## src/hw/rtl/mbp_pkg.sv

```systemverilog
// shared types and constants of the msb-first bit packer
`default_nettype none

package mbp_pkg;

  localparam int unsigned ValueW     = 32;
  localparam int unsigned FieldWidthW = 6;
  localparam int unsigned TotalW     = 20;

  localparam int unsigned MaxFieldBits = 32;
  localparam int unsigned FieldCapInt  = (MaxFieldBits < 32) ? MaxFieldBits : 32;
  localparam logic [FieldWidthW-1:0] FieldCap = FieldWidthW'(FieldCapInt);

  localparam logic [TotalW-1:0] CounterMax = '1;
  localparam logic [6:0]        SeptetMask = 7'h7F;
  localparam int unsigned       SeptetBits = 7;

  typedef enum logic [1:0] {
    ActWriteBits = 2'd0,
    ActWriteVarint = 2'd1,
    ActFlush = 2'd2,
    ActClear = 2'd3
  } action_e;

  typedef struct packed {
    logic [1:0]             action;
    logic [ValueW-1:0]      value;
    logic [FieldWidthW-1:0] field_width;
  } in_beat_t;

  typedef struct packed {
    logic [7:0]        out_byte;
    logic              byte_valid;
    logic              last;
    logic [TotalW-1:0] bits_total;
  } res_t;

endpackage

`default_nettype wire

```

## src/hw/rtl/mbp_in_if.sv

```systemverilog
// input channel of the bit packer
`default_nettype none

interface mbp_in_if
  import mbp_pkg::*;
();
  logic                   valid;
  logic                   ready;
  logic [1:0]             action;
  logic [ValueW-1:0]      value;
  logic [FieldWidthW-1:0] field_width;

  modport source (output valid, output action, output value, output field_width,
                  input ready);
  modport sink   (input valid, input action, input value, input field_width,
                  output ready);
endinterface

`default_nettype wire

```

## src/hw/rtl/mbp_out_if.sv

```systemverilog
// result channel of the bit packer
`default_nettype none

interface mbp_out_if
  import mbp_pkg::*;
();
  logic              valid;
  logic              ready;
  logic [7:0]        out_byte;
  logic              byte_valid;
  logic              last;
  logic [TotalW-1:0] bits_total;

  modport source (output valid, output out_byte, output byte_valid, output last,
                  output bits_total, input ready);
  modport sink   (input valid, input out_byte, input byte_valid, input last,
                  input bits_total, output ready);
endinterface

`default_nettype wire

```

## src/hw/rtl/msb_first_bit_packer.sv

```systemverilog
// top level of the msb-first bit packer with varint writes
//
//   channel | dir | beat                                   | accepted when
//   in_i    | in  | action, value, field_width             | valid && ready
//   out_o   | out | out_byte, byte_valid, last, bits_total | valid && ready
//
// flush and clear are answered from the idle state. write bits and write varint
// (a varint is 1 to 5 bytes) run the shifter, which moves one 8-bit digit per
// cycle while the output stage has room. reset zeroes the pending bits and the bit counter.
// a stalled result holds in the output register; the shifter waits on it.
`default_nettype none

module msb_first_bit_packer
  import mbp_pkg::*;
(
  input  wire logic  clk_i,
  input  wire logic  rst_ni,
  mbp_in_if.sink     in_i,
  mbp_out_if.source  out_o
);

  in_beat_t in_beat;
  logic     in_ready;
  logic     out_rdy;
  logic     res_valid;
  res_t     res;
  res_t     out_res;

  assign in_beat.action      = in_i.action;
  assign in_beat.value       = in_i.value;
  assign in_beat.field_width = in_i.field_width;
  assign in_i.ready          = in_ready;

  mbp_digit_shifter u_shifter (
    .clk_i       (clk_i),
    .rst_ni      (rst_ni),
    .in_valid_i  (in_i.valid),
    .in_beat_i   (in_beat),
    .in_ready_o  (in_ready),
    .out_rdy_i   (out_rdy),
    .res_valid_o (res_valid),
    .res_o       (res)
  );

  mbp_out_stage u_out (
    .clk_i       (clk_i),
    .rst_ni      (rst_ni),
    .res_valid_i (res_valid),
    .res_i       (res),
    .out_rdy_o   (out_rdy),
    .out_valid_o (out_o.valid),
    .out_res_o   (out_res),
    .out_ready_i (out_o.ready)
  );

  assign out_o.out_byte   = out_res.out_byte;
  assign out_o.byte_valid = out_res.byte_valid;
  assign out_o.last       = out_res.last;
  assign out_o.bits_total = out_res.bits_total;

endmodule

`default_nettype wire

```

## src/hw/rtl/mbp_digit_shifter.sv

```systemverilog
// byte-digit shift datapath: appends fields and cuts completed bytes
`default_nettype none

module mbp_digit_shifter
  import mbp_pkg::*;
(
  input  wire logic     clk_i,
  input  wire logic     rst_ni,
  input  wire logic     in_valid_i,
  input  wire in_beat_t in_beat_i,
  output logic          in_ready_o,
  input  wire logic     out_rdy_i,
  output logic          res_valid_o,
  output res_t          res_o
);

  typedef enum logic [1:0] {
    StIdle = 2'b01,
    StRun  = 2'b10
  } state_e;

  state_e            state_q, state_d;
  logic [6:0]        pend_q, pend_d;
  logic [2:0]        pcnt_q, pcnt_d;
  logic [TotalW-1:0] cnt_q, cnt_d;
  logic [ValueW-1:0] src_q, src_d;
  logic [5:0]        rem_q, rem_d;
  logic [2:0]        left_q, left_d;
  logic              varint_q, varint_d;

  logic [FieldWidthW-1:0] width_sat;
  logic [2:0]             nbytes;
  logic [5:0]             added;
  logic [TotalW:0]        cnt_sum;
  logic [6:0]             tot_bits;
  logic [7:0]             fl_byte;

  logic        step;
  logic [3:0]  k;
  logic        more;
  logic [7:0]  digit;
  logic [14:0] acc;
  logic [3:0]  n_next;
  logic        emit;
  logic        run_end;

  assign in_ready_o = (state_q == StIdle) && out_rdy_i;
  assign step       = (state_q == StRun) && out_rdy_i;

  always_comb begin
    if (in_beat_i.field_width > FieldCap) begin
      width_sat = FieldCap;
    end else begin
      width_sat = in_beat_i.field_width;
    end
    nbytes = 3'd1 + 3'(in_beat_i.value[31:7] != '0) + 3'(in_beat_i.value[31:14] != '0)
           + 3'(in_beat_i.value[31:21] != '0) + 3'(in_beat_i.value[31:28] != '0);
    if (action_e'(in_beat_i.action) == ActWriteVarint) begin
      added = {nbytes, 3'b000};
    end else begin
      added = width_sat;
    end
    cnt_sum  = {1'b0, cnt_q} + (TotalW + 1)'(added);
    tot_bits = {4'b0000, pcnt_q} + {1'b0, added};
    fl_byte  = 8'({1'b0, pend_q} << (4'd8 - {1'b0, pcnt_q}));
  end

  always_comb begin
    if (rem_q >= 6'd8) begin
      k = 4'd8;
    end else begin
      k = rem_q[3:0];
    end
    more = (src_q[ValueW-1:SeptetBits] != '0);
    if (varint_q) begin
      digit = {more, src_q[6:0] & SeptetMask};
    end else begin
      digit = src_q[ValueW-1:ValueW-8];
    end
    acc     = ({8'b0, pend_q} << k) | 15'(digit >> (4'd8 - k));
    n_next  = {1'b0, pcnt_q} + k;
    emit    = n_next[3];
    run_end = (rem_q == {2'b00, k});
  end

  always_comb begin
    state_d     = state_q;
    pend_d      = pend_q;
    pcnt_d      = pcnt_q;
    cnt_d       = cnt_q;
    src_d       = src_q;
    rem_d       = rem_q;
    left_d      = left_q;
    varint_d    = varint_q;
    res_valid_o = 1'b0;
    res_o       = '0;

    unique case (state_q)
      StIdle: begin
        if (in_valid_i && in_ready_o) begin
          unique case (action_e'(in_beat_i.action))
            ActClear: begin
              pend_d         = '0;
              pcnt_d         = '0;
              cnt_d          = '0;
              res_valid_o    = 1'b1;
              res_o.last     = 1'b1;
            end
            ActFlush: begin
              pend_d           = '0;
              pcnt_d           = '0;
              res_valid_o      = 1'b1;
              res_o.out_byte   = fl_byte;
              res_o.byte_valid = (pcnt_q != '0);
              res_o.last       = 1'b1;
              res_o.bits_total = cnt_q;
            end
            ActWriteBits, ActWriteVarint: begin
              if (added != '0) begin
                if (cnt_sum[TotalW]) begin
                  cnt_d = CounterMax;
                end else begin
                  cnt_d = cnt_sum[TotalW-1:0];
                end
                varint_d = (action_e'(in_beat_i.action) == ActWriteVarint);
                if (varint_d) begin
                  src_d = in_beat_i.value;
                end else begin
                  src_d = ValueW'(in_beat_i.value << (6'd32 - width_sat));
                end
                rem_d   = added;
                left_d  = tot_bits[5:3];
                state_d = StRun;
              end
            end
            default: ;
          endcase
        end
      end
      StRun: begin
        if (step) begin
          pcnt_d = n_next[2:0];
          pend_d = acc[6:0] & ~(7'h7F << n_next[2:0]);
          if (emit) begin
            res_valid_o      = 1'b1;
            res_o.out_byte   = 8'(acc >> n_next[2:0]);
            res_o.byte_valid = 1'b1;
            res_o.last       = (left_q == 3'd1);
            res_o.bits_total = cnt_q;
            left_d           = left_q - 3'd1;
          end
          if (varint_q) begin
            src_d = src_q >> SeptetBits;
          end else begin
            src_d = src_q << 8;
          end
          rem_d = rem_q - {2'b00, k};
          if (run_end) begin
            state_d = StIdle;
          end
        end
      end
      default: state_d = StIdle;
    endcase
  end

  always_ff @(posedge clk_i or negedge rst_ni) begin
    if (!rst_ni) begin
      state_q <= StIdle;
      pend_q  <= '0;
      pcnt_q  <= '0;
      cnt_q   <= '0;
      rem_q   <= '0;
      left_q  <= '0;
    end else begin
      state_q <= state_d;
      pend_q  <= pend_d;
      pcnt_q  <= pcnt_d;
      cnt_q   <= cnt_d;
      rem_q   <= rem_d;
      left_q  <= left_d;
    end
  end

  always_ff @(posedge clk_i) begin
    src_q    <= src_d;
    varint_q <= varint_d;
  end

  a_run_has_bits: assert property (@(posedge clk_i) disable iff (!rst_ni)
    (state_q == StRun) |-> (rem_q != '0))
    else $error("running with no bits left");

  a_left_only_in_run: assert property (@(posedge clk_i) disable iff (!rst_ni)
    (left_q != '0) |-> (state_q == StRun))
    else $error("bytes owed while idle");

  a_all_bytes_out: assert property (@(posedge clk_i) disable iff (!rst_ni)
    (step && run_end) |-> (left_q == (emit ? 3'd1 : 3'd0)))
    else $error("byte count mismatch at end of field");

  a_res_has_room: assert property (@(posedge clk_i) disable iff (!rst_ni)
    res_valid_o |-> out_rdy_i)
    else $error("result produced without room in output stage");

endmodule

`default_nettype wire

```

## src/hw/rtl/mbp_out_stage.sv

```systemverilog
// output register between the shifter and the result channel
`default_nettype none

module mbp_out_stage
  import mbp_pkg::*;
(
  input  wire logic clk_i,
  input  wire logic rst_ni,
  input  wire logic res_valid_i,
  input  wire res_t res_i,
  output logic      out_rdy_o,
  output logic      out_valid_o,
  output res_t      out_res_o,
  input  wire logic out_ready_i
);

  logic ov_q, ov_d;
  res_t res_q;

  assign out_rdy_o   = !ov_q || out_ready_i;
  assign out_valid_o = ov_q;
  assign out_res_o   = res_q;

  always_comb begin
    if (res_valid_i) begin
      ov_d = 1'b1;
    end else if (out_ready_i) begin
      ov_d = 1'b0;
    end else begin
      ov_d = ov_q;
    end
  end

  always_ff @(posedge clk_i or negedge rst_ni) begin
    if (!rst_ni) begin
      ov_q <= 1'b0;
    end else begin
      ov_q <= ov_d;
    end
  end

  always_ff @(posedge clk_i) begin
    if (res_valid_i) begin
      res_q <= res_i;
    end
  end

endmodule

`default_nettype wire

```

## src/flat_wrapper.sv

```systemverilog
// flat-port wrapper written by rule: the top's interface ports become plain ports
module msb_first_bit_packer_flat import mbp_pkg::*;
  (clk_i, rst_ni, in_i_valid, in_i_action, in_i_value, in_i_field_width, in_i_ready, out_o_valid, out_o_out_byte, out_o_byte_valid, out_o_last, out_o_bits_total, out_o_ready);
  mbp_in_if in_i_i ();
  mbp_out_if out_o_i ();
  input  wire logic clk_i;
  input  wire logic rst_ni;
  input wire logic [$bits(in_i_i.valid)-1:0] in_i_valid;
  input wire logic [$bits(in_i_i.action)-1:0] in_i_action;
  input wire logic [$bits(in_i_i.value)-1:0] in_i_value;
  input wire logic [$bits(in_i_i.field_width)-1:0] in_i_field_width;
  output wire logic [$bits(in_i_i.ready)-1:0] in_i_ready;
  output wire logic [$bits(out_o_i.valid)-1:0] out_o_valid;
  output wire logic [$bits(out_o_i.out_byte)-1:0] out_o_out_byte;
  output wire logic [$bits(out_o_i.byte_valid)-1:0] out_o_byte_valid;
  output wire logic [$bits(out_o_i.last)-1:0] out_o_last;
  output wire logic [$bits(out_o_i.bits_total)-1:0] out_o_bits_total;
  input wire logic [$bits(out_o_i.ready)-1:0] out_o_ready;
  assign in_i_i.valid = in_i_valid;
  assign in_i_i.action = in_i_action;
  assign in_i_i.value = in_i_value;
  assign in_i_i.field_width = in_i_field_width;
  assign in_i_ready = in_i_i.ready;
  assign out_o_valid = out_o_i.valid;
  assign out_o_out_byte = out_o_i.out_byte;
  assign out_o_byte_valid = out_o_i.byte_valid;
  assign out_o_last = out_o_i.last;
  assign out_o_bits_total = out_o_i.bits_total;
  assign out_o_i.ready = out_o_ready;
  msb_first_bit_packer u_core (.clk_i(clk_i), .rst_ni(rst_ni), .in_i(in_i_i), .out_o(out_o_i));
endmodule
```

## config.mk

```make
export PLATFORM = sky130hd
export DESIGN_NAME = msb_first_bit_packer_flat
export DESIGN_NICKNAME = d
export VERILOG_FILES = /design/src/hw/rtl/mbp_pkg.sv /design/src/hw/rtl/mbp_in_if.sv /design/src/hw/rtl/mbp_out_if.sv /design/src/hw/rtl/msb_first_bit_packer.sv /design/src/hw/rtl/mbp_digit_shifter.sv /design/src/hw/rtl/mbp_out_stage.sv /design/src/flat_wrapper.sv
export SDC_FILE = /design/constraint.sdc
export NUM_CORES = 1
export LEC_CHECK = 0
export BUFFER_PORTS_ARGS = -buffer_cell sky130_fd_sc_hd__buf_2
export CORE_ASPECT_RATIO = 2
export CORE_UTILIZATION = 25
export DETAILED_ROUTE_END_ITERATION = 6
export PLACE_DENSITY_LB_ADDON = 0.12
export SLEW_MARGIN = 20
export SYNTH_ARGS = -nofsm -noshare
export SYNTH_HDL_FRONTEND = slang
export SYNTH_SLANG_ARGS = --single-unit
```

## constraint.sdc

```tcl
create_clock -name clk_i -period 5.8 [get_ports clk_i]
set_input_delay 0.58 -clock clk_i [delete_from_list [all_inputs] [get_ports clk_i]]
set_output_delay 0.58 -clock clk_i [all_outputs]
set_load 0.1 [all_outputs]
```

==> impl_results.md, run 1 <==
- Full die area: 36,600 um2
- Rel. slew slack: 36.6%
- Critical R2R Capture: u_core.u_out.out_res_o[3]$_DFFE_PP_
- Lkg Pwr: 3.77 nW
- Worst vdd rail ir drop: 0.163 mV
- Non-Filler Cell Area, Final: 10,200 um2
- Total core area: 35,200 um2
- Final period util: 82.5%
- Count of nets left with antenna violations after detail routing: 0
- # setup viols final: 0
- Average cell area after synthesis: 9.41 um2
- Mux contribution to synthesized area: 18.2%
- Category of the most critical setup path: in2reg
- Sw power: 2.21 mW
- Detailed-routing iteration count for the pre-antenna-repair pass: 5
- Global placer's final weighted congestion: 0.895
- Setup repair bufs after CTS: 0
- Global-route usage over all layers: 18.6%
- Number of nets in the synthesized netlist: 1,021
- Count of flip-flops with a built-in enable after synthesis: 63
- Flop pwr share: 32.1%
- Routed wire length: 33,500 um
- Vias per std cell: 5.51
- Register-to-register setup slack: 1.98 ns
- Complex-gate fraction of the synthesized area: 23.6%
- Slew at the pin with the worst max-slew slack: 0.950 ns
- Maximum number of pins on one net before global-route repair: 77
- Net switching fraction of the power: 50.1%
- Arrival time reported for the critical path endpoint: 5.03 ns
- Global-route congestion overflow total: 0
- Width of the die: 136 um
- Dominant combinational cell family by area after synthesis: compound AO/OA/AOI/OAI gates
- Element type at the critical path start: input port
- Clock-pin slew of the registers on the worst-case setup and hold paths: 0.08 ns
- Count of final hold-check violations: 0
- Root cell of the clock tree: sky130_fd_sc_hd__clkbuf_16
- Worst hold path type: in2async
- Number of CTS-inserted buffers: 9
- Maximum buffer depth of the clock tree: 2
- Placed cell area: 9860 um2
- Final Skew: 0.0164 ns
- Fin Setup TNS: 0 ns
- Simple-gate portion of the synthesized area: 15.2%
- Count of buffers inserted at the top-level ports: 75
- Endpoint kind of the worst setup timing path: flip-flop
- Power density relative to cell area: 432 nW/um2
- Count of boundary I/O pins: 76
- Share of synthesized flip-flops with an asynchronous set or reset: 40.0%
- Clock insertion delay at the later pin of the skew report: 0.38 ns
- N_diodes: 0
- Flip-flop and latch count after synthesis: 105
- Layout overhead on the synthesized area: 13.9%
- Period minus WS final: 4.79 ns
- Cells on worst reg2reg path: 9
- Initial Util: 25.4%
- R2R Path Start: u_core.u_shifter.rem_q[1]$_DFFE_PN0P_
- Unrepaired setup endpoints after global routing: no
- Max-slew violation count: 0
- DIE HEIGHT: 270 um
- H-tree depth reported by CTS: 3
- Part of the total power dissipated in combinational logic: 52.8%
- Detail-routed net length per standard cell: 23.2 um
- Sequential fraction of the synthesis area: 32.9%
- Data required time at the worst endpoint: 6.04 ns
- Number of violations reported at the end of detailed-routing iteration 0: 461
- Quantity of gates resized following cts: 0
- Synthesis warning total: 0
- XOR/XNOR share of the synthesized area: 1.08%
- Global-route wire length before repair: 50,400 um
- Clock network power share: 15.1%
- Share of cells above drive strength 1: 19.2%
- Vias in the first global route: 8,127
- Maximum net fanout on the critical path: 6
- Placed wire-length estimate after detailed placement: 26,400 um
- Layout Nets: 1,063
- # DRC: 0
- Number of unique standard cell types used by synthesis: 75
- Max-cap violation count: 0
- Via count of the routed design: 7,959
- Netlist area before placement: 8950 um2
- Flip-flop cell with the highest count after synthesis: sky130_fd_sc_hd__edfxtp_1
- Quantity of hold-fixing buffers added after cts: 0
- Cells after synthesis: 952
- Initial antenna violation count: 0
- Maximum frequency from static timing analysis: 209 MHz
- Status: finished clean
- Placement Rows: 97
- Clock tree from TritonCTS: yes
- # fillers: 3,774
- Internal power component: 2.20 mW
- Number of clock sinks seen by CTS: 105
- Post-synthesis adder-cell area fraction: 3.75%
-- cells by family after synthesis --
| logic type | count (synthesis) |
|---|---|
| xor+xnor | 11 |
| compound gates | 316 |
| flops | 105 |
| mux | 114 |
| other cells | 1 |
| buf+inv | 112 |
| fa+ha+maj | 25 |
| simple gates | 268 |
-- synth_stat cells, types with 4 or more instances --
master                      instances  area, um2
sky130_fd_sc_hd__a22oi_1            7       52.6
sky130_fd_sc_hd__o22ai_1           10       62.6
sky130_fd_sc_hd__or3_1              6       37.5
sky130_fd_sc_hd__mux2_2            13        146
sky130_fd_sc_hd__a31oi_1            4       25.0
sky130_fd_sc_hd__dfrtp_1           41       1030
sky130_fd_sc_hd__o211ai_1           7       52.6
sky130_fd_sc_hd__nand4_1            8       50.1
sky130_fd_sc_hd__nor3_1            15       75.1
sky130_fd_sc_hd__o21ai_0           72        360
sky130_fd_sc_hd__a21oi_1           76        380
sky130_fd_sc_hd__o31ai_1            9       67.6
sky130_fd_sc_hd__ha_1              22        275
sky130_fd_sc_hd__a211o_1            5       43.8
sky130_fd_sc_hd__edfxtp_1          63       1890
sky130_fd_sc_hd__buf_1              4       15.0
sky130_fd_sc_hd__mux2i_1           63        631
sky130_fd_sc_hd__buf_2              7       35.0
sky130_fd_sc_hd__and3_1             7       43.8
sky130_fd_sc_hd__nand2_1           73        274
sky130_fd_sc_hd__nand3b_1          10       75.1
sky130_fd_sc_hd__nor4_1            16        100
sky130_fd_sc_hd__inv_1             36        135
sky130_fd_sc_hd__a22o_1            10       87.6
sky130_fd_sc_hd__nand3_1           20        100
sky130_fd_sc_hd__and2_1            22        138
sky130_fd_sc_hd__o22a_1             4       35.0
sky130_fd_sc_hd__xnor2_1            8       70.1
sky130_fd_sc_hd__nor2b_1           13       81.3
sky130_fd_sc_hd__nor2_1            50        188
sky130_fd_sc_hd__mux4_2            38        856
sky130_fd_sc_hd__o2bb2ai_1          5       43.8
sky130_fd_sc_hd__a21o_1             7       52.6
sky130_fd_sc_hd__o41ai_1            6       52.6
sky130_fd_sc_hd__a221oi_1          28        245
sky130_fd_sc_hd__clkbuf_1          55        206
sky130_fd_sc_hd__a211oi_1          26        195
sky130_fd_sc_hd__or2_2              7       43.8
sky130_fd_sc_hd__nand2b_1          10       62.6
sky130_fd_sc_hd__o311ai_0           5       43.8
-- worst max-delay path by stage --
stage | depth (start not counted) | from | end | slack, ns
global route | 18 | in_i_value[29] | u_core.u_shifter.cnt_q[19]$_DFFE_PN0P_ | 0.62
floorplan | 12 | in_i_value[29] | u_core.u_shifter.left_q[2]$_DFFE_PN0P_ | 0.91
detailed placement | 18 | in_i_value[29] | u_core.u_shifter.cnt_q[19]$_DFFE_PN0P_ | 0.67
CTS | 18 | in_i_value[29] | u_core.u_shifter.cnt_q[19]$_DFFE_PN0P_ | 1.06
finish | 18 | in_i_value[29] | u_core.u_shifter.cnt_q[13]$_DFFE_PN0P_ | 1.01
global placement | 18 | in_i_value[29] | u_core.u_shifter.cnt_q[19]$_DFFE_PN0P_ | 0.70
-- per-stage QoR --
step	worst slack (ns)	total power, mW	hold WS (ns)	instances	util (%)
2_1_floorplan	0.907	3.00	0.284	952	-
3_3_place_gp	0.703	3.78	0.514	1427	28.0
3_5_place_dp	0.668	3.77	0.517	1427	28.0
4_1_cts	1.06	4.45	0.323	1443	28.9
5_1_grt	0.622	4.68	0.342	1444	29.0
6_report	1.01	4.41	0.292	1444	29.0
-- cell usage in the layout, fill, tap and decap left out, drive strengths merged, types with 5 or more instances in the layout --
master,synthesis,final
o2bb2ai,5,5
a22oi,7,7
a211oi,26,26
nor4,16,16
a21oi,76,76
dfrtp,41,41
or3,6,6
buf,14,102
nand3,20,20
o211ai,8,8
nand3b,10,10
nand2b,10,10
and3,7,7
xnor2,8,8
a21o,7,7
mux2,13,13
o41ai,6,6
a22o,10,10
nand2,73,73
nor3,15,15
a221oi,28,28
edfxtp,63,63
o22ai,10,10
clkbuf,57,9
a211o,5,5
ha,22,22
mux4,38,38
o21ai,73,73
o311ai,5,5
or2,8,8
and2,22,22
clkinv,4,5
nand4,8,8
o31ai,9,9
mux2i,63,63
inv,37,40
nor2,50,50
nor2b,13,13
-- state kept, by name, indices dropped and copies added, names as in the netlist --
register and count:
u_core.u_shifter.pend_q 7, u_core.u_shifter.state_q 2, u_core.u_shifter.src_q 32, u_core.u_shifter.rem_q 6, u_core.u_out.out_res_o 30, u_core.u_out.out_valid_o 1
u_core.u_shifter.left_q 3, u_core.u_shifter.pcnt_q 3, u_core.u_shifter.cnt_q 20, u_core.u_shifter.varint_q 1
-- final cells by class --
class	count	area, um2	share of cell area, %
inverter	41	166	1.63
multi-input combinational	735	5610	55.0
timing repair buffer	102	611	5.99
sequential	105	2940	28.9
clock buffer	9	225	2.21
tap	445	557	5.46
clock inverter	7	87.6	0.859
-- power groups by stage --
stage / clock, mW / sequential, mW / combinational [mW]
finish: 0.665 / 1.42 / 2.33
global route: 0.709 / 1.45 / 2.52
CTS: 0.693 / 1.43 / 2.33
detailed placement: 0 / 1.45 / 2.32
global placement: 0 / 1.45 / 2.33
floorplan: 0 / 1.63 / 1.38
-- routing by layer --
| layer | global-route usage [%] | part of all wire [%] | vias up |
|---|---|---|---|
| met5 | 0 | 0 | - |
| met4 | 8.90 | 4.2 | 0 |
| met3 | 1.32 | 2.0 | 59 |
| met2 | 38.4 | 60 | 165 |
| met1 | 17.5 | 34 | 3949 |
| li1 | - | - | 3786 |
-- critical path, cell delays in order --
cell,delay (ns)
sky130_fd_sc_hd__buf_2,0.14
sky130_fd_sc_hd__nor4_1,0.52
sky130_fd_sc_hd__nand2_1,0.09
sky130_fd_sc_hd__nor4_1,0.26
sky130_fd_sc_hd__and3_1,0.26
sky130_fd_sc_hd__and3_1,0.17
sky130_fd_sc_hd__ha_1,0.26
sky130_fd_sc_hd__fa_1,0.42
sky130_fd_sc_hd__inv_1,0.07
sky130_fd_sc_hd__ha_1,0.21
sky130_fd_sc_hd__mux2_2,0.34
sky130_fd_sc_hd__ha_1,0.36
sky130_fd_sc_hd__nor2_1,0.06
sky130_fd_sc_hd__o21ai_0,0.22
sky130_fd_sc_hd__nand4_1,0.23
sky130_fd_sc_hd__or2_2,0.41
sky130_fd_sc_hd__o311ai_0,0.30
sky130_fd_sc_hd__o21ai_0,0.13
Note: power is estimated with default switching activity, not from simulation.
==> inputs of run 2 (changes only) <==
--- a/config.mk
+++ b/config.mk
@@ -5,6 +5,7 @@
 export SDC_FILE = /design/constraint.sdc
 export NUM_CORES = 1
 export LEC_CHECK = 0
+export ABC_AREA = 1
 export BUFFER_PORTS_ARGS = -buffer_cell sky130_fd_sc_hd__buf_2
 export CORE_ASPECT_RATIO = 2
 export CORE_UTILIZATION = 25
==> constraint.sdc (replaced) <==
create_clock -name clk_i -period 4.7 [get_ports clk_i]
set_input_delay 0.47 -clock clk_i [delete_from_list [all_inputs] [get_ports clk_i]]
set_output_delay 0.47 -clock clk_i [all_outputs]
set_load 0.1 [all_outputs]
==> impl_results.md, run 2 <==
- Footprint of the multi-input gates: 5290 um2 (-5.7%)
- Via count of the routed design: 9,208 (+16%)
- Layout Nets: 1,458 (+37%)
- Cells after synthesis: 1,316 (+38%)
- Routed wire length: 35,000 um (+4.7%)
- Post-layout power: 5.86 mW (+33%)
- Synth top cells by count: sky130_fd_sc_hd__nand2_1, sky130_fd_sc_hd__inv_1, sky130_fd_sc_hd__nand3_1
- Count of nets left with antenna violations after detail routing: 0 (unchanged)
- Count of boundary I/O pins: 76 (unchanged)
- Worst hold path type: in2async
- Placement Rows: 98 (+1.0%)
- Final core area utilization: 29.1% (+0.074 points)
- # fillers: 4,091 (+8.4%)
- Rel. slew slack: 32.7% (-3.9 points)
- Power density relative to cell area: 563 nW/um2 (+30%)
- Maximum number of pins on one net before global-route repair: 58 (-25%)
- Worst vdd rail ir drop: 0.320 mV (+96%)
- Period minus WS final: 4.24 ns
- Smallest setup slack after layout: 0.458 ns (-0.555 ns)
- N_diodes: 0 (unchanged)
- Data required time at the worst endpoint: 4.94 ns (-1.10 ns)
- Max-slew violation count: 0 (unchanged)
- Netlist area before placement: 9130 um2 (+2.0%)
- Number of violations reported at the end of detailed-routing iteration 0: 569 (+23%)
- Clock tree from TritonCTS: yes
- Flip-flop cell with the highest count after synthesis: sky130_fd_sc_hd__edfxtp_1
- Violated checks: design-rule violations
- Endpoint kind of the worst setup timing path: flip-flop
- Register-to-register setup slack: 1.42 ns (-0.56 ns)
- Setup repair bufs after CTS: 0 (unchanged)
- Vias in the first global route: 9,446 (+16%)
- Initial antenna violation count: 0 (unchanged)
- Clock network power share: 13.4% (-1.7 points)
- Global-route congestion overflow total: 0 (unchanged)
- # DRC: 4 (+4)
- Placed cell area: 10,100 um2 (+2.5%)
- Number of unique standard cell types used by synthesis: 62 (-17%)
- Portion of synthesized cell area occupied by the leading cell type: 20.7% (-0.42 points)
- Most frequent standard cell in the layout excluding fill and tap cells: sky130_fd_sc_hd__nand2_1
- Most numerous cell in the Yosys netlist: sky130_fd_sc_hd__nand2_1
- Category of the most critical setup path: in2reg
- Post-layout instance count excluding filler cells: 1,844 (+28%)
- Count of buffers inserted at the top-level ports: 75 (unchanged)
- Number of placed instances, taps included: 1,828 (+28%)
- Biggest area consumer among synthesized cells: sky130_fd_sc_hd__edfxtp_1
- Sequential fraction of the synthesis area: 32.2% (-0.65 points)
- Part of the total power dissipated in combinational logic: 57.2% (+4.4 points)
- Number of nets in the synthesized netlist: 1,385 (+36%)
- Detail-routed net length per standard cell: 19.0 um (-18%)
- Total core area: 35,800 um2 (+1.7%)
- Layout overhead on the synthesized area: 13.9% (about the same)
- Max-cap violation count: 0 (unchanged)
- Largest register FFs: 32 (unchanged)
- Element type at the critical path start: input port
- Quantity of hold-fixing buffers added after cts: 0 (unchanged)
- Status: finished with violations
- Largest cells by area after synthesis: sky130_fd_sc_hd__edfxtp_1, sky130_fd_sc_hd__nand2_1, sky130_fd_sc_hd__dfrtp_1
- Count of flip-flops with a built-in enable after synthesis: 63 (unchanged)
- Register with the most flip-flops: u_core.u_shifter.src_q
- Flop pwr share: 29.4% (-2.7 points)
- Initial Util: 25.5% (+0.071 points)
- Hold Worst Slack: 0.200 ns (-0.0922 ns)
- Global placer's final weighted congestion: 0.943 (+5.4%)
- Flip-flop and latch count after synthesis: 105 (unchanged)
- Clock-pin slew of the registers on the worst-case setup and hold paths: 0.07 ns (about the same)
- Full die area: 37,300 um2 (+2.0%)
- H-tree depth reported by CTS: 3 (unchanged)
- Lkg Pwr: 4.58 nW (+22%)
- Maximum net fanout on the critical path: 9 (+3)
- Count of final hold-check violations: 0 (unchanged)
- Seq. cell area: 2940 um2 (unchanged)
- Unrepaired setup endpoints after global routing: no
- DIE HEIGHT: 272 um (+0.99%)
- # setup viols final: 0 (unchanged)
- Clock insertion delay at the later pin of the skew report: 0.37 ns (about the same)
- Final Skew: 0.00847 ns (-0.00796 ns)
- Average cell area after synthesis: 6.94 um2 (-26%)
- Width of the die: 137 um (+0.99%)
- Most frequent cells in the layout: sky130_fd_sc_hd__nand2_1, sky130_fd_sc_hd__inv_1, sky130_fd_sc_hd__nand3_1
- Fin Setup TNS: 0 ns (unchanged)
- Non-Filler Cell Area, Final: 10,400 um2 (+2.0%)
- Net switching fraction of the power: 53.2% (+3.1 points)
- Slew at the pin with the worst max-slew slack: 1.01 ns (+0.0580 ns)
- Maximum frequency from static timing analysis: 236 MHz
- Arrival time reported for the critical path endpoint: 4.49 ns (-0.54 ns)
- Number of clock sinks seen by CTS: 105 (unchanged)
- Share of synthesized flip-flops with an asynchronous set or reset: 40.0% (unchanged)
- DP Worst Slack: 0.0216 ns (-0.646 ns)
- Global-route wire length before repair: 54,100 um (+7.3%)
- Global-route usage over all layers: 19.4% (+0.82 points)
- Sw power: 3.11 mW (+41%)
- Share of cells above drive strength 1: 14.3% (-4.9 points)
- Placed wire-length estimate after detailed placement: 28,500 um (+8.0%)
- Number of CTS-inserted buffers: 9 (unchanged)
- Internal power component: 2.74 mW (+25%)
- Quantity of gates resized following cts: 0 (unchanged)
- Final period util: 90.2%
- Synthesis warning total: 0 (unchanged)
- Vias per std cell: 4.99 (-9.4%)
- Root cell of the clock tree: sky130_fd_sc_hd__clkbuf_16
- Maximum buffer depth of the clock tree: 2 (unchanged)
- Detailed-routing iteration count for the pre-antenna-repair pass: 7 (+2)
-- run 2: power by group through the flow --
stage	combinational, mW	sequential, mW	clock, mW
global placement	3.39	1.75	0
global route	3.70	1.76	0.835
detailed placement	3.38	1.75	0
finish	3.35	1.72	0.786
CTS	3.39	1.73	0.811
floorplan	1.96	2.09	0
-- run 2: path summary, 6_finish.rpt --
kind,start,endpoint,cells after the start
hold reg to reg,u_core.u_shifter.state_q[0]$_DFFE_PN1P_,u_core.u_shifter.state_q[0]$_DFFE_PN1P_,2
setup / recovery,in_i_value[30],u_core.u_shifter.cnt_q[9]$_DFFE_PN0P_,24
max in group asynchronous,rst_ni,u_core.u_shifter.pend_q[0]$_DFFE_PN0P_,2
hold / removal,rst_ni,u_core.u_shifter.cnt_q[12]$_DFFE_PN0P_,2
setup reg to reg,u_core.u_shifter.rem_q[4]$_DFFE_PN0P_,u_core.u_out.out_res_o[23]$_DFFE_PP_,15
min in group clk_i,out_o_ready,u_core.u_out.out_valid_o$_DFFE_PN0P_,4
-- run 2: worst max-delay path, stage by stage --
cell and delay (ns):
sky130_fd_sc_hd__buf_2 0.12, sky130_fd_sc_hd__nor4_1 0.25, sky130_fd_sc_hd__buf_4 0.17, sky130_fd_sc_hd__nand3_1 0.20
sky130_fd_sc_hd__nor4_1 0.24, sky130_fd_sc_hd__buf_4 0.16, sky130_fd_sc_hd__and3_1 0.15, sky130_fd_sc_hd__ha_1 0.25
sky130_fd_sc_hd__fa_1 0.43, sky130_fd_sc_hd__inv_1 0.06, sky130_fd_sc_hd__ha_1 0.21, sky130_fd_sc_hd__o21ai_0 0.24
sky130_fd_sc_hd__inv_1 0.09, sky130_fd_sc_hd__ha_1 0.32, sky130_fd_sc_hd__a21oi_1 0.19, sky130_fd_sc_hd__o21ai_2 0.07
sky130_fd_sc_hd__nand2_1 0.07, sky130_fd_sc_hd__nor2_2 0.05, sky130_fd_sc_hd__buf_4 0.14, sky130_fd_sc_hd__nand4_2 0.07
sky130_fd_sc_hd__nor2_1 0.06, sky130_fd_sc_hd__buf_4 0.16, sky130_fd_sc_hd__o31ai_1 0.20, sky130_fd_sc_hd__o21ai_0 0.11
-- run 2: logic make-up after synthesis --
logic type                 Yosys count  synth area share, %
AOI/OAI and AO/OA                  306                 20.1
other                                1               0.0411
DFF                                105                 32.2
buffers and inverters              204                 9.95
adders and majority gates           25                 3.67
xor gates and xnor gates            13                 1.41
muxes                                4                0.438
and+or+nand+nor                    658                 32.2
-- run 2: layout make-up --
class	instances	area share (%)
tap	450	5.41
timing repair buffer	122	7.36
inverter	144	5.22
sequential	105	28.3
clock inverter	7	0.673
multi-input combinational	1007	50.9
clock buffer	9	2.16
-- run 2: metal layers --
layer  up-vias  wire length [um]  GRT usage [%]
met3        71               653           1.49
met2       189             20600           40.0
met1      4341             11800           17.6
li1       4607                 -              -
met5         -                 0              0
met4         0              1980           11.2
